File: src/rtl/cmpf_pkg.sv
package cmpf_pkg;

    // Fixed-point angle constants, 2^-16 degree
    localparam logic signed [25:0] ANG_90  = 26'sd5898240;
    localparam logic signed [25:0] ANG_180 = 26'sd11796480;

    // Datapath step counts
    localparam int ROOT_STEPS = 25;
    localparam int DIV_STEPS  = 53;
    localparam logic [25:0] MS_PER_S = 26'd1000;

    typedef struct packed {
        logic signed [15:0] acc_x;
        logic signed [15:0] acc_y;
        logic signed [15:0] acc_z;
        logic signed [15:0] rate_x;
        logic signed [15:0] rate_y;
        logic        [15:0] elapsed_ms;
    } in_item_t;

    typedef struct packed {
        logic signed [15:0] roll_angle;
        logic signed [15:0] pitch_angle;
        logic signed [15:0] tilt_angle;
    } out_item_t;

    typedef struct packed {
        logic        [15:0] blend_alpha;
        logic signed [15:0] accel_bias_x;
        logic signed [15:0] accel_bias_y;
        logic signed [15:0] accel_bias_z;
        logic signed [15:0] gyro_bias_x;
        logic signed [15:0] gyro_bias_y;
        logic        [15:0] gyro_counts_per_dps_x16;
    } cfg_regs_t;

    localparam logic [15:0] ALPHA_RESET  = 16'd64225;
    localparam logic [15:0] COUNTS_RESET = 16'd2096;

    typedef enum logic [2:0] {
        CFG_ALPHA   = 3'd0,
        CFG_ABIAS_X = 3'd1,
        CFG_ABIAS_Y = 3'd2,
        CFG_ABIAS_Z = 3'd3,
        CFG_GBIAS_X = 3'd4,
        CFG_GBIAS_Y = 3'd5,
        CFG_COUNTS  = 3'd6
    } cfg_index_t;

    // Bias-corrected sample handed from front to back
    typedef struct packed {
        logic signed [16:0] ax;
        logic signed [16:0] ay;
        logic signed [16:0] az;
        logic        [15:0] gx_mag;
        logic               gx_neg;
        logic        [15:0] gy_mag;
        logic               gy_neg;
        logic        [15:0] ms;
    } work_t;

    typedef enum logic [3:0] {
        S_IDLE,
        S_SQUARE,
        S_SETUP,
        S_ROOT,
        S_CLOAD,
        S_CORDIC,
        S_WAIT,
        S_PROP,
        S_MUL,
        S_DONE
    } back_state_t;

    // Arctangent of 2^-i in 2^-16 degree
    function automatic logic [21:0] atan_entry(input logic [4:0] i);
        logic [21:0] v;
        case (i)
            5'd0:  v = 22'd2949120;
            5'd1:  v = 22'd1740967;
            5'd2:  v = 22'd919879;
            5'd3:  v = 22'd466945;
            5'd4:  v = 22'd234379;
            5'd5:  v = 22'd117304;
            5'd6:  v = 22'd58666;
            5'd7:  v = 22'd29335;
            5'd8:  v = 22'd14668;
            5'd9:  v = 22'd7334;
            5'd10: v = 22'd3667;
            5'd11: v = 22'd1833;
            5'd12: v = 22'd917;
            5'd13: v = 22'd458;
            5'd14: v = 22'd229;
            5'd15: v = 22'd115;
            5'd16: v = 22'd57;
            5'd17: v = 22'd29;
            5'd18: v = 22'd14;
            5'd19: v = 22'd7;
            5'd20: v = 22'd4;
            5'd21: v = 22'd2;
            5'd22: v = 22'd1;
            default: v = 22'd0;
        endcase
        return v;
    endfunction

    // Clamp to +-180 degrees
    function automatic logic signed [25:0] sat180(input logic signed [54:0] v);
        logic signed [25:0] r;
        if (v > 55'(ANG_180)) begin
            r = ANG_180;
        end
        else if (v < -55'(ANG_180)) begin
            r = -ANG_180;
        end
        else begin
            r = v[25:0];
        end
        return r;
    endfunction

endpackage

File: src/rtl/cmpf_front.sv
module cmpf_front (
    input  logic                 in_valid,
    output logic                 in_stall,
    input  cmpf_pkg::in_item_t   in_data,
    input  cmpf_pkg::cfg_regs_t  cfg,
    input  logic                 q_full,
    output logic                 q_push,
    output cmpf_pkg::work_t      q_data
);

    logic signed [16:0] gx;
    logic signed [16:0] gy;
    logic signed [16:0] gx_abs;
    logic signed [16:0] gy_abs;

    assign in_stall = q_full;
    assign q_push   = in_valid && !q_full;

    // Remove offsets and split gyro into sign and magnitude
    always_comb
    begin
        gx     = 17'(in_data.rate_x) - 17'(cfg.gyro_bias_x);
        gy     = 17'(in_data.rate_y) - 17'(cfg.gyro_bias_y);
        gx_abs = gx[16] ? -gx : gx;
        gy_abs = gy[16] ? -gy : gy;

        q_data.ax     = 17'(in_data.acc_x) - 17'(cfg.accel_bias_x);
        q_data.ay     = 17'(in_data.acc_y) - 17'(cfg.accel_bias_y);
        q_data.az     = 17'(in_data.acc_z) - 17'(cfg.accel_bias_z);
        q_data.gx_mag = gx_abs[15:0];
        q_data.gx_neg = gx[16];
        q_data.gy_mag = gy_abs[15:0];
        q_data.gy_neg = gy[16];
        q_data.ms     = in_data.elapsed_ms;
    end

endmodule

File: config.mk
export PLATFORM = sky130hd
export DESIGN_NAME = cmpf_front
export DESIGN_NICKNAME = d
export VERILOG_FILES = /design/src/rtl/cmpf_pkg.sv /design/src/rtl/cmpf_front.sv
export SDC_FILE = /design/constraint.sdc
export NUM_CORES = 1
export LEC_CHECK = 0
export BUFFER_PORTS_ARGS = -buffer_cell sky130_fd_sc_hd__buf_4
export CAP_MARGIN = 0
export CORE_AREA = 3 3 119 121
export DETAILED_ROUTE_END_ITERATION = 16
export DIE_AREA = 0 0 122 124
export PLACE_DENSITY = 0.72
export SYNTH_ARGS = -nofsm -noshare
export SYNTH_HDL_FRONTEND = slang
export SYNTH_SLANG_ARGS = --single-unit
File: constraint.sdc
create_clock -name vclk -period 2.9
set_input_delay 0.29 -clock vclk [all_inputs]
set_output_delay 0.29 -clock vclk [all_outputs]
set_load 0.01 [all_outputs]
==> results_dict.tcl <==
set metrics [dict create \
    run_status "finished with violations" \
    violated_checks "setup timing" \
    largest_net_degree_at_the_start_of_global_routing 8 \
    die-width_um 122 \
    postRouteWirelength_um 17400 \
    cp.required_ns 2.61 \
    top_cells_by_area_synth "sky130_fd_sc_hd__ha_1 (22%), sky130_fd_sc_hd__xnor2_1 (9.9%), sky130_fd_sc_hd__inv_1 (9.8%)" \
    seq_power_share_pct 0 \
    layout_commonest_cell "sky130_fd_sc_hd__buf_4" \
    final-hold-violation-count 0 \
    power_mw 2.62 \
    syn_avg_cell_area_um2 6.65 \
    max_slew_margin_pct 65.1 \
    power.share.clock_pct 0 \
    data_arrival_time_of_the_worst_path_ns 3.14 \
    max_cap_violations 0 \
    ff_latch_area_um2 0 \
    detail_route.first_pass.iterations 4 \
    num-nets-final 1355 \
    grt_antenna_before_repair 0 \
    endpoint_kind "output pin" \
    layout.sequential_cells 0 \
    hold-worst-slack_ns 0.580 \
    number_of_global_route_vias_before_repair 5643 \
    detailed_place_hpwl_um 13000 \
    drive_above_1_share_pct 50.7 \
    max_stage_delay_ns 0.52 \
    post-synth-top-area-fraction_pct 21.9 \
    drc 0 \
    final.clkbuf_count 0 \
    cpLargestDelayFamily "compound AO/OA/AOI/OAI gates" \
    static_leakage_nw 4.40 \
    netlist_instances 705 \
    vdd_drop_max_uv 212 \
    intPower_mw 1.39 \
    crit_path_cell_trace "buf_6 -> ha_4 -> nor2b_4 -> o31a_1 -> o41a_4 -> o311ai_4 -> xor2_2 -> or4b_4 -> o41ai_2 -> a21boi_2 -> xor2_1 -> buf_4" \
    fp.dieArea_mm2 0.0151 \
    worst_slack_ns -0.534 \
    core_area_mm2 0.0132 \
    setup-violations-final 28 \
    rsz_0062_raised_after_global_routing "true" \
    class_of_the_tightest_hold_or_removal_check "in2out" \
    grt_first_pass_wirelength_um 24800 \
    critPathKind "in2out" \
    drt-vias-per-instance 4.97 \
    layout-area-overhead-vs-synth_pct 84.8 \
    post-synth-top-area-cell "sky130_fd_sc_hd__ha_1" \
    drtAntennaViolNets 0 \
    max_freq_mhz 291 \
    p_sw_share_pct 47.1 \
    total_switching_power_mw 1.23 \
    cp_num_buf_inv 2 \
    timing_max_transition_violations_final 0 \
    routed_vias 6120 \
    floorplan.rows 42 \
    place.gp.congestion 0.832 \
    die_height_um 124 \
    cellPowerDensity_mw_per_mm2 302 \
    io-pin-count 313 \
    cpMaxStageDelayCell "sky130_fd_sc_hd__or4b_4" \
    starting_density_of_the_core_pct 35.6 \
    yosys_warning_count 0 \
    ys_types 60 \
    antenna_cells 0 \
    grt_use_total_pct 19.3 \
    comb_power_share_pct 100.0 \
    timing.final.crit_share_pct 118 \
    io_buffer_count 249 \
    critical_path_peak_fanout 5 \
    post_cts_hold_buffer_count 0 \
    avgRoutedWirePerCell_um 14.1 \
    worstMarginPinSlew_ns 0.519 \
    netlist_area_mm2 0.00469 \
    yosysSeqAreaShare_pct 0 \
    layout.cells.most_common_list "sky130_fd_sc_hd__buf_4 (357), sky130_fd_sc_hd__inv_1 (115), sky130_fd_sc_hd__ha_1 (67)" \
    period_minus_slack_ns 3.43 \
    crit_path_start_kind "input pin" \
    postSynthNetCount 1002 \
    grt_overflow 0 \
    drtIter0Drc 200 \
]
power by group through the flow:
stage / clock network [mW] / registers [mW] / logic (mW)
after floorplan: 0 / 0 / 1.18
final: 0 / 0 / 2.62
after global routing: 0 / 0 / 2.83
after global placement: 0 / 0 / 2.19
after detailed placement: 0 / 0 / 2.21
after CTS: 0 / 0 / 2.41
repair_timing:
action,4_1_cts,5_1_grt
gates cloned,1,0
setup buffers,21,10
gates resized for setup,106,110
endpoints found under the setup margin,44,48
pin swaps,60,75
Yosys cell counts, types with 3 or more instances:
cell                        number
sky130_fd_sc_hd__a211o_1         5
sky130_fd_sc_hd__a211oi_1        6
sky130_fd_sc_hd__a21boi_0       10
sky130_fd_sc_hd__a21o_1         11
sky130_fd_sc_hd__a21oi_1        50
sky130_fd_sc_hd__a31oi_1         8
sky130_fd_sc_hd__a41oi_1         3
sky130_fd_sc_hd__and2_1          5
sky130_fd_sc_hd__and3_1          6
sky130_fd_sc_hd__buf_4          17
sky130_fd_sc_hd__clkbuf_1        8
sky130_fd_sc_hd__fa_1            5
sky130_fd_sc_hd__ha_1           82
sky130_fd_sc_hd__inv_1         122
sky130_fd_sc_hd__nand2_1        45
sky130_fd_sc_hd__nand2b_1        5
sky130_fd_sc_hd__nand3_1        21
sky130_fd_sc_hd__nand4_1         3
sky130_fd_sc_hd__nor2_1         65
sky130_fd_sc_hd__nor2b_1        12
sky130_fd_sc_hd__nor3_1         22
sky130_fd_sc_hd__nor3b_1         3
sky130_fd_sc_hd__o2111ai_1       5
sky130_fd_sc_hd__o211ai_1        4
sky130_fd_sc_hd__o21a_1         10
sky130_fd_sc_hd__o21ai_0        34
sky130_fd_sc_hd__o21bai_1        4
sky130_fd_sc_hd__o221ai_1        3
sky130_fd_sc_hd__o31ai_1         6
sky130_fd_sc_hd__or2_2           7
sky130_fd_sc_hd__or3_1           7
sky130_fd_sc_hd__xnor2_1        53
sky130_fd_sc_hd__xor2_1         26
metrics by stage:
| step | TNS (ns) | cells | setup slack, ns | util, % | area, um2 |
|---|---|---|---|---|---|
| floorplan | -0.592 | 705 | -0.273 | - | 4820 |
| global placement | -11.23 | 1209 | -0.533 | 57.0 | 7520 |
| detailed placement | -11.80 | 1209 | -0.555 | 57.0 | 7520 |
| CTS | -4.20 | 1226 | -0.530 | 61.6 | 8130 |
| global route | -8.25 | 1232 | -0.607 | 65.7 | 8660 |
| finish | -5.01 | 1232 | -0.534 | 65.7 | 8660 |
layer usage:
| metal | global-route usage (%) | part of all wire, % |
|---|---|---|
| met4 | 3.85 | 2.1 |
| met1 | 22.5 | 39 |
| met2 | 38.5 | 54 |
| met3 | 1.45 | 4.9 |
| met5 | 0 | 0 |
cells by family after synthesis:
logic type / synth area share, %
simple gates: 22.1
compound gates: 25.2
buf+inv: 13.2
fa+ha+maj: 24.0
xor+xnor: 15.1
mux: 0.454
final timing paths:
check | start | cells after the start | to | slack [ns]
max | in_data[33] | 12 | q_data[49] | -0.53
min | in_data[13] | 0 | q_data[13] | 0.58
final cells by class:
type | count | area (um2)
multi-input combinational | 558 | 5060
fill | 1094 | 4530
timing repair buffer | 375 | 2890
inverter | 123 | 492
tap | 176 | 220
No activity file was read; power rests on OpenSTA's default activity.
