$ cat config.mk
export PLATFORM = sky130hd
export DESIGN_NAME = cmpf_fifo
export DESIGN_NICKNAME = d
export VERILOG_FILES = /design/src/rtl/cmpf_pkg.sv /design/src/rtl/cmpf_fifo.sv
export SDC_FILE = /design/constraint.sdc
export NUM_CORES = 1
export LEC_CHECK = 0
export BUFFER_PORTS_ARGS = -buffer_cell sky130_fd_sc_hd__buf_2
export CORE_ASPECT_RATIO = 1.25
export CORE_MARGIN = 1
export CORE_UTILIZATION = 35
export DETAILED_ROUTE_END_ITERATION = 10
export GPL_ROUTABILITY_DRIVEN = 0
export PLACE_DENSITY = 0.61
export SLEW_MARGIN = 20
export SYNTH_ARGS = -nofsm -noshare
export SYNTH_HDL_FRONTEND = slang
export SYNTH_SLANG_ARGS = --single-unit
$ cat constraint.sdc
create_clock -name clk -period 5.6 [get_ports clk]
set_input_delay 1.12 -clock clk [delete_from_list [all_inputs] [get_ports clk]]
set_output_delay 1.12 -clock clk [all_outputs]
set_load 0.05 [all_outputs]
$ cat src/rtl/cmpf_pkg.sv
package cmpf_pkg;

    // Fixed-point angle constants, 2^-16 degree
    localparam logic signed [25:0] ANG_90  = 26'sd5898240;
    localparam logic signed [25:0] ANG_180 = 26'sd11796480;

    // Datapath step counts
    localparam int ROOT_STEPS = 25;
    localparam int DIV_STEPS  = 53;
    localparam logic [25:0] MS_PER_S = 26'd1000;

    typedef struct packed {
        logic signed [15:0] acc_x;
        logic signed [15:0] acc_y;
        logic signed [15:0] acc_z;
        logic signed [15:0] rate_x;
        logic signed [15:0] rate_y;
        logic        [15:0] elapsed_ms;
    } in_item_t;

    typedef struct packed {
        logic signed [15:0] roll_angle;
        logic signed [15:0] pitch_angle;
        logic signed [15:0] tilt_angle;
    } out_item_t;

    typedef struct packed {
        logic        [15:0] blend_alpha;
        logic signed [15:0] accel_bias_x;
        logic signed [15:0] accel_bias_y;
        logic signed [15:0] accel_bias_z;
        logic signed [15:0] gyro_bias_x;
        logic signed [15:0] gyro_bias_y;
        logic        [15:0] gyro_counts_per_dps_x16;
    } cfg_regs_t;

    localparam logic [15:0] ALPHA_RESET  = 16'd64225;
    localparam logic [15:0] COUNTS_RESET = 16'd2096;

    typedef enum logic [2:0] {
        CFG_ALPHA   = 3'd0,
        CFG_ABIAS_X = 3'd1,
        CFG_ABIAS_Y = 3'd2,
        CFG_ABIAS_Z = 3'd3,
        CFG_GBIAS_X = 3'd4,
        CFG_GBIAS_Y = 3'd5,
        CFG_COUNTS  = 3'd6
    } cfg_index_t;

    // Bias-corrected sample handed from front to back
    typedef struct packed {
        logic signed [16:0] ax;
        logic signed [16:0] ay;
        logic signed [16:0] az;
        logic        [15:0] gx_mag;
        logic               gx_neg;
        logic        [15:0] gy_mag;
        logic               gy_neg;
        logic        [15:0] ms;
    } work_t;

    typedef enum logic [3:0] {
        S_IDLE,
        S_SQUARE,
        S_SETUP,
        S_ROOT,
        S_CLOAD,
        S_CORDIC,
        S_WAIT,
        S_PROP,
        S_MUL,
        S_DONE
    } back_state_t;

    // Arctangent of 2^-i in 2^-16 degree
    function automatic logic [21:0] atan_entry(input logic [4:0] i);
        logic [21:0] v;
        case (i)
            5'd0:  v = 22'd2949120;
            5'd1:  v = 22'd1740967;
            5'd2:  v = 22'd919879;
            5'd3:  v = 22'd466945;
            5'd4:  v = 22'd234379;
            5'd5:  v = 22'd117304;
            5'd6:  v = 22'd58666;
            5'd7:  v = 22'd29335;
            5'd8:  v = 22'd14668;
            5'd9:  v = 22'd7334;
            5'd10: v = 22'd3667;
            5'd11: v = 22'd1833;
            5'd12: v = 22'd917;
            5'd13: v = 22'd458;
            5'd14: v = 22'd229;
            5'd15: v = 22'd115;
            5'd16: v = 22'd57;
            5'd17: v = 22'd29;
            5'd18: v = 22'd14;
            5'd19: v = 22'd7;
            5'd20: v = 22'd4;
            5'd21: v = 22'd2;
            5'd22: v = 22'd1;
            default: v = 22'd0;
        endcase
        return v;
    endfunction

    // Clamp to +-180 degrees
    function automatic logic signed [25:0] sat180(input logic signed [54:0] v);
        logic signed [25:0] r;
        if (v > 55'(ANG_180)) begin
            r = ANG_180;
        end
        else if (v < -55'(ANG_180)) begin
            r = -ANG_180;
        end
        else begin
            r = v[25:0];
        end
        return r;
    endfunction

endpackage

$ cat src/rtl/cmpf_fifo.sv
module cmpf_fifo (
    input  logic               clk,
    input  logic               rst_n,
    input  logic               push,
    input  cmpf_pkg::work_t    push_data,
    input  logic               pop,
    output cmpf_pkg::work_t    pop_data,
    output logic               full,
    output logic               empty
);

    cmpf_pkg::work_t mem_reg [2];
    logic            wr_ptr_reg;
    logic            rd_ptr_reg;
    logic [1:0]      count_reg;

    assign full     = (count_reg == 2'd2);
    assign empty    = (count_reg == 2'd0);
    assign pop_data = mem_reg[rd_ptr_reg];

    // Store a beat at the write pointer
    always_ff @(posedge clk)
    begin
        if (push)
        begin
            mem_reg[wr_ptr_reg] <= push_data;
        end
    end

    // Advance pointers and occupancy
    always_ff @(posedge clk or negedge rst_n)
    begin
        if (!rst_n)
        begin
            wr_ptr_reg <= 1'b0;
            rd_ptr_reg <= 1'b0;
            count_reg  <= 2'd0;
        end
        else
        begin
            if (push)
            begin
                wr_ptr_reg <= ~wr_ptr_reg;
            end
            if (pop)
            begin
                rd_ptr_reg <= ~rd_ptr_reg;
            end
            if (push && !pop)
            begin
                count_reg <= count_reg + 2'd1;
            end
            else if (pop && !push)
            begin
                count_reg <= count_reg - 2'd1;
            end
        end
    end

endmodule

==> results.py, run 1 <==
metrics = {
    "die": {
        "fp.dieW_um": 136,
        "start_util_pct": 35.9,
        "die-height_um": 169,
        "row_count": 60,
        "fp.dieArea_sq_mm": 0.0229,
        "ios": 208,
        "core_area_sq_mm": 0.0217,
    },
    "timing": {
        "rsz0062_at_grt": "false",
        "period_minus_slack_ns": 3.84,
        "skew_ns": 0.0102,
        "hold_violations": 0,
        "drv_slew": 0,
        "worst_pin_slew_ns": 0.928,
        "fin_setup_tns_ns": 0,
        "finalCritPeriodShare_pct": 68.5,
        "setup_viol": 0,
        "maxSlewHeadroom_pct": 38.2,
        "fin_ws_ns": 1.76,
        "fmax_mhz": 261,
    },
    "clocking": {
        "cts_tree": "yes",
        "clock-sinks": 206,
        "cts-root-buf": "clkbuf_16",
        "cts_made_buffers": 21,
        "clk_pin_slew_worst_paths_ns": 0.06,
        "cts_resized": 0,
        "cts_setup_buffers": 0,
        "ctsHoldBuffers": 0,
        "clockBufferDepth": 3,
        "clock_latency_ns": 0.49,
        "htreeDepth": 1,
    },
    "power_and_ir_drop": {
        "sequentialPowerShare_pct": 37.0,
        "power_mw": 6.00,
        "p_switching_mw": 2.32,
        "power_density_mw_per_mm2": 609,
        "p_comb_share_pct": 39.7,
        "ir_drop_v": 0.000708,
        "swShare_pct": 38.7,
        "internal_power_mw": 3.68,
        "clkPwrFrac_pct": 23.3,
        "leakagePower_nw": 3.92,
    },
    "final_layout": {
        "drive_above_1_share_pct": 60.5,
        "layout.cells.non_filler": 846,
        "fin_nets": 660,
        "largest_register_ffs": 202,
        "diodes": 0,
        "area_growth_pct": 26.3,
        "final_cell_area_sq_mm": 0.00985,
    },
    "synth": {
        "synthXorXnorAreaFrac_pct": 0.562,
        "synth_simple_gate_area_share_pct": 0.337,
        "yosysSeqAreaShare_pct": 79.1,
        "synth_warnings": 0,
        "synth_fa_ha_area_share_pct": 0.160,
        "synth_top_family_by_area": "multiplexers",
        "netlist_instances": 330,
        "ys_ff_latch": 206,
        "avgSynthCellArea_sq_um": 23.6,
        "synth_mux_area_share_pct": 18.4,
        "yosysUniqueCellTypes": 14,
        "syn-num-nets": 436,
        "netlist_area_sq_mm": 0.00780,
        "synth-compound-area-share_pct": 0,
    },
    "routing": {
        "routed_wl_mm": 13.8,
        "viasPerCell": 4.47,
        "vias": 3782,
        "antenna_left": 0,
        "first_pass_iters": 4,
        "drt_drc_violations_left": 0,
        "drtIter0Drc": 203,
        "routedWlPerCell_um": 16.3,
    },
    "min_path": {
        "min-delay-path-class": "input pin to async pin",
    },
    "worst_setup_path": {
        "rr_startpoint": "wr_ptr_reg",
        "slowest_delay_ns": 1.02,
        "crit_family": "flip-flops",
        "cp_num_buf_inv": 2,
        "critPathArrivalTime_ns": 2.72,
        "slowest_stage": "dfrtp_4",
        "start_kind": "flop",
        "worst-r2r-setup-slack_ns": 3.44,
        "required_ns": 4.48,
        "cp-startpoint": "rd_ptr_reg",
        "cp_max_fo": 53,
        "critPathCaptureType": "output port",
        "worstSetupPathType": "flop to output port",
        "cp_cell_sequence": "buf_4 -> mux2_2 -> buf_2",
    },
    "global_routing": {
        "grt_pass1_wl_mm": 20.9,
        "antenna_found_initial": 0,
        "grt.total_usage_pct": 11.8,
        "gr-total-overflow": 0,
        "grt_pass1_vias": 4137,
        "grt_start_max_net_pins": 69,
    },
    "run": {
        "maxCapViolations": 0,
    },
    "placement": {
        "post-place-ws_ns": 2.20,
        "place_inst": 809,
        "dp_hpwl_mm": 9.09,
        "portBuffers": 207,
        "dpl-instance-area_sq_mm": 0.00913,
    },
    "outcome": {
        "status": "finished, final reports clean",
    },
}
==> cell families after synthesis <==
logic type,after synthesis
flops,206
mux,101
buf+inv,12
xor+xnor,5
simple gates,5
fa+ha+maj,1
==> synth_stat cells, drive strengths merged <==
| cell type | n | area [sq um] |
|---|---|---|
| ha | 1 | 12.5 |
| and2 | 1 | 6.26 |
| nor2 | 2 | 7.51 |
| mux2 | 101 | 1440 |
| dfrtp | 4 | 100 |
| inv | 1 | 3.75 |
| xor2 | 4 | 35.0 |
| buf | 11 | 108 |
| edfxtp | 202 | 6070 |
| nor2b | 2 | 12.5 |
| xnor2 | 1 | 8.76 |
==> cell type report <==
class | count | area [sq um]
clock buffer | 24 | 537
clock inverter | 12 | 153
fill | 1892 | 11800
inverter | 1 | 3.75
multi-input combinational | 112 | 1530
sequential | 206 | 6170
tap | 279 | 349
timing repair buffer | 212 | 1110
==> routing by layer <==
layer	global-route usage (%)	share of wire, %	vias to the layer above
met1	12.0	36	1855
met5	0	0	-
li1	-	-	1756
met2	22.2	53	147
met4	4.05	2.1	0
met3	4.10	8.9	24
==> cells in the final DEF, fill, tap and decap left out <==
cell type  synthesis  routed
clkbuf_1           0       3
xnor2_1            1       1
buf_12             0       1
buf_16             0       1
dfrtp_1            4       3
buf_2              2     207
buf_4              1       3
clkinv_2           0       2
inv_1              1       1
mux2_2            21      21
ha_1               1       1
and2_4             0       1
xor2_1             4       4
nor2b_1            2       1
nor2_1             2       2
mux2_4            80      80
clkbuf_16          0      21
edfxtp_1         202     202
dfrtp_4            0       1
bufinv_16          0       4
nor2b_4            0       1
clkinv_1           0       6
==> metrics by stage <==
step	hold WS, ns	util (%)
final	0.433	45.4
after floorplan	0.456	-
after global routing	0.417	45.4
after detailed placement	0.493	42.1
after global placement	0.473	42.1
after CTS	0.408	45.3
==> final timing paths <==
path,endpoint,depth (start not counted)
min in group clk,count_reg[1],1
max,pop_data[91],3
max reg2reg,mem_reg[1][60],2
min,count_reg[1],1
min reg2reg,count_reg[1],1
max in group asynchronous,rd_ptr_reg,1
==> power groups by stage <==
stage / clock (mW) / combinational [mW] / sequential, mW
after global placement: 0 / 2.39 / 2.24
after global routing: 1.50 / 2.50 / 2.25
after CTS: 1.45 / 2.41 / 2.23
after floorplan: 0 / 2.07 / 2.16
final: 1.40 / 2.38 / 2.22
after detailed placement: 0 / 2.40 / 2.26
(Power assumes the default switching activity.)
==> run 2: changes to the inputs <==
Settings changed: ABC_AREA set to 1.
Clock period 5.6 ns to 3.39 ns, I/O delays scaled along.
==> run 2 against run 1 <==
Synthesized area up 0.26%; global-route usage up 0.23 points; combinational power up 71%; critical path type unchanged.
==> results.py, run 2 <==
metrics = {
    "synth": {
        "netlist_instances": 339,
        "ys_ff_latch": 206,
        "syn-num-nets": 445,
        "yosysMostFrequentCell": "edfxtp_1",
        "synth_warnings": 0,
        "synth_edf_count": 202,
        "synthTopCellsByArea": "edfxtp_1, mux2_4, mux2_2, dfrtp_1, buf_6",
        "yosysUniqueCellTypes": 15,
        "yosysSeqAreaShare_pct": 78.9,
        "yosysTopAreaCell": "edfxtp_1",
        "avgSynthCellArea_sq_um": 23.1,
        "synth_top_flop_cell": "edfxtp_1",
        "synth_top_cell_area_share_pct": 77.6,
        "netlist_area_sq_mm": 0.00782,
        "synth_common_cells": "edfxtp_1, mux2_4, mux2_2",
        "synth_async_sr_flop_share_pct": 1.94,
    },
    "timing": {
        "fin_setup_tns_ns": 0,
        "maxSlewHeadroom_pct": 41.5,
        "drv_slew": 0,
        "setup_viol": 0,
        "worst_pin_slew_ns": 0.878,
        "rsz0062_at_grt": "false",
        "fmax_mhz": 349,
        "hold_violations": 0,
        "period_minus_slack_ns": 2.87,
        "finalCritPeriodShare_pct": 84.6,
        "skew_ns": 0.0119,
    },
    "die": {
        "fp.dieW_um": 136,
        "row_count": 60,
        "start_util_pct": 36.0,
        "die-height_um": 169,
        "core_area_sq_mm": 0.0217,
        "fp.dieArea_sq_mm": 0.0229,
        "ios": 208,
    },
    "placement": {
        "place_inst": 821,
        "portBuffers": 207,
        "dp_hpwl_mm": 9.59,
        "dpl-instance-area_sq_mm": 0.00920,
    },
    "clocking": {
        "cts-root-buf": "clkbuf_16",
        "clock-sinks": 206,
        "cts_made_buffers": 21,
        "cts_setup_buffers": 0,
        "htreeDepth": 1,
        "clockBufferDepth": 3,
        "cts_tree": "yes",
        "clk_pin_slew_worst_paths_ns": 0.06,
        "clock_latency_ns": 0.48,
    },
    "power_and_ir_drop": {
        "ir_drop_v": 0.000521,
        "power_mw": 9.80,
        "p_comb_share_pct": 41.4,
        "swShare_pct": 39.2,
        "power_density_mw_per_mm2": 995,
        "leakagePower_nw": 3.94,
        "clkPwrFrac_pct": 22.1,
        "sequentialPowerShare_pct": 36.5,
        "internal_power_mw": 5.96,
        "p_switching_mw": 3.84,
    },
    "run": {
        "maxCapViolations": 0,
    },
    "routing": {
        "vias": 3874,
        "routedWlPerCell_um": 16.6,
        "viasPerCell": 4.50,
        "first_pass_iters": 4,
        "routed_wl_mm": 14.3,
        "antenna_left": 0,
        "drt_drc_violations_left": 0,
        "drtIter0Drc": 169,
    },
    "min_path": {
        "min-delay-path-class": "input pin to flop",
    },
    "final_layout": {
        "final_common_cell": "buf_2",
        "fin_nets": 672,
        "final_cell_area_sq_mm": 0.00985,
        "largest_register_ffs": 202,
        "fillCellCount": 1909,
        "drive_above_1_share_pct": 59.1,
        "layout.cells.non_filler": 860,
        "layout_common_cells": "buf_2, edfxtp_1, mux2_4",
        "area_growth_pct": 26.0,
    },
    "worst_setup_path": {
        "critPathCaptureType": "output port",
        "cp_max_fo": 22,
        "start_kind": "flop",
        "critPathArrivalTime_ns": 2.19,
        "required_ns": 2.71,
        "worstSetupPathType": "flop to output port",
    },
    "global_routing": {
        "grt_start_max_net_pins": 64,
        "grt.total_usage_pct": 12.1,
        "gr-total-overflow": 0,
        "grt_pass1_vias": 4163,
        "grt_pass1_wl_mm": 21.1,
        "antenna_found_initial": 1,
    },
    "outcome": {
        "status": "finished, final reports clean",
    },
}
[run 2: changes by cell type after synthesis, sizes merged]
cell   delta
inv       +6
nand2     +5
nor2b     -2
nor2      +1
and2      -1
xor2      -2
nand4     +1
nand3     +1
[run 2: cell type report]
cell class	count	area (sq um)	area share [%]
clock inverter	6	77.6	0.787
clock buffer	31	563	5.72
timing repair buffer	215	1140	11.5
inverter	7	28.8	0.292
tap	279	349	3.54
sequential	206	6170	62.6
antenna	1	2.50	0.0254
multi-input combinational	115	1530	15.5
[run 2: kinds of logic after synthesis]
| family | after synthesis | share of synthesized area, % |
|---|---|---|
| DFF | 206 | 78.9 |
| muxes | 101 | 18.4 |
| buffers and inverters | 18 | 1.71 |
| and+or+nand+nor | 10 | 0.528 |
| xor gates and xnor gates | 3 | 0.336 |
| adders and majority gates | 1 | 0.160 |
[run 2: final timing paths]
path,from,cells past startpoint,slack (ns),end
max,rd_ptr_reg,3,0.52,pop_data[3]
min,push_data[12],1,0.38,mem_reg[0][12]
max reg2reg,wr_ptr_reg,3,1.64,mem_reg[1][75]
min reg2reg,count_reg[1],2,0.51,count_reg[1]
max in group asynchronous,rst_n,2,2.71,rd_ptr_reg
min in group asynchronous,rst_n,2,0.54,count_reg[0]
[run 2: power by group through the flow]
stage / Combinational, mW / Sequential, mW / Clock, mW
2_1_floorplan: 3.43 / 3.55 / 0
3_3_place_gp: 4.09 / 3.62 / 0
3_5_place_dp: 4.11 / 3.64 / 0
4_1_cts: 4.12 / 3.59 / 2.24
5_1_grt: 4.25 / 3.63 / 2.34
6_report: 4.06 / 3.58 / 2.17
[run 2: worst max-delay path, stage by stage, from the launching register on]
cell and delay, ns:
dfrtp_4 0.68, buf_4 0.41, mux2_2 0.39, buf_2 0.21
[run 2: through the flow]
| step | hold slack, ns | setup WS (ns) | util [%] |
|---|---|---|---|
| 6_report | 0.380 | 0.523 | 45.4 |
| 5_1_grt | 0.355 | 0.420 | 45.4 |
| 4_1_cts | 0.355 | 0.489 | 45.4 |
| 3_5_place_dp | 0.492 | 1.02 | 42.4 |
| 3_3_place_gp | 0.483 | 1.04 | 42.4 |
| 2_1_floorplan | 0.382 | 0.247 | - |
[run 2: routing by layer]
layer	vias up	share of wire [%]	track usage, %
li1	1796	-	-
met1	1915	36	12.7
met2	137	53	22.2
met3	26	8.6	3.95
met4	0	2.2	4.01
met5	-	0	0
[run 2: timing repair]
item	in CTS	in global routing
hold buffers	1	0
resized for setup	0	0
hold endpoints to repair	4	0
==> run 3: changes to the inputs <==
Clock period 3.39 ns to 2.45 ns, I/O delays scaled along.
==> run 3 against run 2 <==
Hold slack got worse by 0.19 ns; count of clock-buffer cells in the layout down 3; first-iteration DRC count shrank 7.7%; worst setup slack got worse by 0.41 ns; critical path type unchanged; critical endpoint is now pop_data[11]; largest power group unchanged; highest routed layer is now met5.
==> results.py, run 3 (synthesized netlist as in run 2, its figures left out) <==
metrics = {
    "die": {
        "fp.dieArea_sq_mm": 0.0229,
        "row_count": 60,
        "die-height_um": 169,
        "core_area_sq_mm": 0.0217,
        "fp.dieW_um": 136,
        "start_util_pct": 36.0,
        "ios": 208,
    },
    "global_routing": {
        "grt.total_usage_pct": 12.3,
        "grt_pass1_vias": 4276,
        "grt_start_max_net_pins": 57,
        "antenna_found_initial": 1,
        "gr-total-overflow": 0,
        "grt_pass1_wl_mm": 21.5,
    },
    "clocking": {
        "htreeDepth": 1,
        "clock_latency_ns": 0.48,
        "clockBufferDepth": 3,
        "cts-root-buf": "clkbuf_16",
        "cts_made_buffers": 21,
        "cts_resized": 0,
        "clk_pin_slew_worst_paths_ns": 0.06,
        "cts_tree": "yes",
        "clock-sinks": 206,
    },
    "min_path": {
        "min_path_cells": 1,
        "min-delay-path-class": "input pin to flop",
        "min-delay-start": "push_data[99]",
        "min_to": "mem_reg[0][99]",
    },
    "final_layout": {
        "layout_common_cells": "buf_2, edfxtp_1, mux2_4",
        "largest_register_ffs": 202,
        "final_cell_area_sq_mm": 0.0100,
        "drive_above_1_share_pct": 60.8,
        "area_growth_pct": 28.0,
        "fillCellCount": 1891,
        "diodes": 0,
        "final_common_cell": "buf_2",
        "fin_nets": 682,
    },
    "timing": {
        "finalCritPeriodShare_pct": 95.6,
        "period_minus_slack_ns": 2.34,
        "maxSlewHeadroom_pct": 58.5,
        "rsz0062_at_grt": "false",
        "drv_slew": 0,
        "hold_violations": 0,
        "fin_ws_ns": 0.109,
        "worst_pin_slew_ns": 0.623,
        "fmax_mhz": 427,
        "fin_setup_tns_ns": 0,
        "skew_ns": 0.00585,
        "setup_viol": 0,
    },
    "worst_setup_path": {
        "cp_max_fo": 25,
        "start_kind": "flop",
        "cp_cell_sequence": "buf_12 -> buf_12 -> mux2_4 -> buf_2",
        "r2r_cells": 2,
        "slowest_stage": "dfrtp_4",
        "slowest_delay_ns": 0.49,
        "worstSetupPathType": "flop to output port",
        "crit_family": "buffers and inverters",
        "worst-r2r-setup-slack_ns": 0.92,
        "critPathCaptureType": "output port",
        "critPathArrivalTime_ns": 1.85,
        "rr_startpoint": "wr_ptr_reg",
        "cp_num_buf_inv": 3,
        "worst-path-stages": 4,
        "required_ns": 1.96,
        "cp_common_cell": "buf_12",
        "reg2reg_to": "mem_reg[0][38]",
    },
    "power_and_ir_drop": {
        "clkPwrFrac_pct": 22.3,
        "ir_drop_v": 0.00101,
        "power_density_mw_per_mm2": 1390,
        "internal_power_mw": 8.49,
        "swShare_pct": 38.9,
        "p_switching_mw": 5.40,
        "power_mw": 13.9,
        "p_comb_share_pct": 42.7,
        "sequentialPowerShare_pct": 35.0,
        "leakagePower_nw": 4.02,
    },
    "routing": {
        "drt_drc_violations_left": 0,
        "routed_wl_mm": 14.4,
        "first_pass_iters": 4,
        "antenna_left": 0,
        "viasPerCell": 4.46,
        "routedWlPerCell_um": 16.6,
        "vias": 3874,
        "drtIter0Drc": 156,
    },
    "placement": {
        "post-place-ws_ns": 0.351,
        "dp_hpwl_mm": 9.83,
        "dpl-instance-area_sq_mm": 0.00927,
        "portBuffers": 207,
    },
    "run": {
        "maxCapViolations": 0,
    },
    "outcome": {
        "status": "finished, final reports clean",
    },
}
[run 3: cell types whose count changed in the layout (fill, tap and decap cells not counted)]
cell,change
buf_12,+3
buf_8,+1
clkinv_4,+1
nand2_2,+1
clkinv_1,+1
clkinvlp_4,+1
diode_2,-1
buf_4,+6
clkbuf_8,+3
clkinv_2,+1
inv_4,-1
nand2_1,-1
clkbuf_1,-6
[run 3: area by class of cell]
type | instances | area, sq um | area share [%]
clock buffers | 28 | 582 | 5.81
multi-input cells | 115 | 1530 | 15.3
flip-flops and latches | 206 | 6170 | 61.6
inverters | 7 | 30.0 | 0.300
repair buffers | 225 | 1260 | 12.5
clock inverters | 9 | 95.1 | 0.950
well taps | 279 | 349 | 3.49
[run 3: how the worst max path moves through the flow]
stage | startpoint | endpoint | slack (ns)
2_1_floorplan | push | mem_reg[0][0] | 0.02
3_3_place_gp | rd_ptr_reg | pop_data[32] | 0.39
3_5_place_dp | rd_ptr_reg | pop_data[8] | 0.35
4_1_cts | rd_ptr_reg | pop_data[34] | 0.07
5_1_grt | rd_ptr_reg | pop_data[74] | 0.04
6_report | rd_ptr_reg | pop_data[11] | 0.11
[run 3: worst reg2reg max path, stage by stage, from the launching register on]
cell	delay (ns)
dfrtp_1	0.44
nor2_4	0.16
buf_4	0.52
[run 3: per-layer routing]
layer	global-route usage [%]	part of all wire [%]	vias to the layer above	routed length (um)
met1	13.0	36	1903	5130
met3	3.56	8.5	17	1230
met5	0	0.090	-	13
met2	23.1	54	145	7840
li1	-	-	1807	-
met4	3.76	1.5	2	218
[run 3: through the flow]
step | instances | utilization [%] | hold WS (ns)
2_1_floorplan | 339 | - | 0.194
3_3_place_gp | 827 | 42.7 | 0.301
3_5_place_dp | 827 | 42.7 | 0.302
4_1_cts | 869 | 46.1 | 0.165
5_1_grt | 869 | 46.1 | 0.162
6_report | 869 | 46.1 | 0.189
[run 3: timing repair]
action | CTS | global route
hold buffers | 1 | 0
hold endpoints to repair | 4 | 0
buffers inserted | 4 | 0
setup endpoints to repair | 83 | 0
[run 3: power by group through the flow]
stage                     sequential, mW  combinational (mW)  clock (mW)
after CTS                           4.88                6.03        3.20
after global routing                4.92                6.20        3.33
after global placement              5.02                5.76           0
after detailed placement            5.06                5.80           0
final                               4.87                5.93        3.10
after floorplan                     4.91                4.75           0
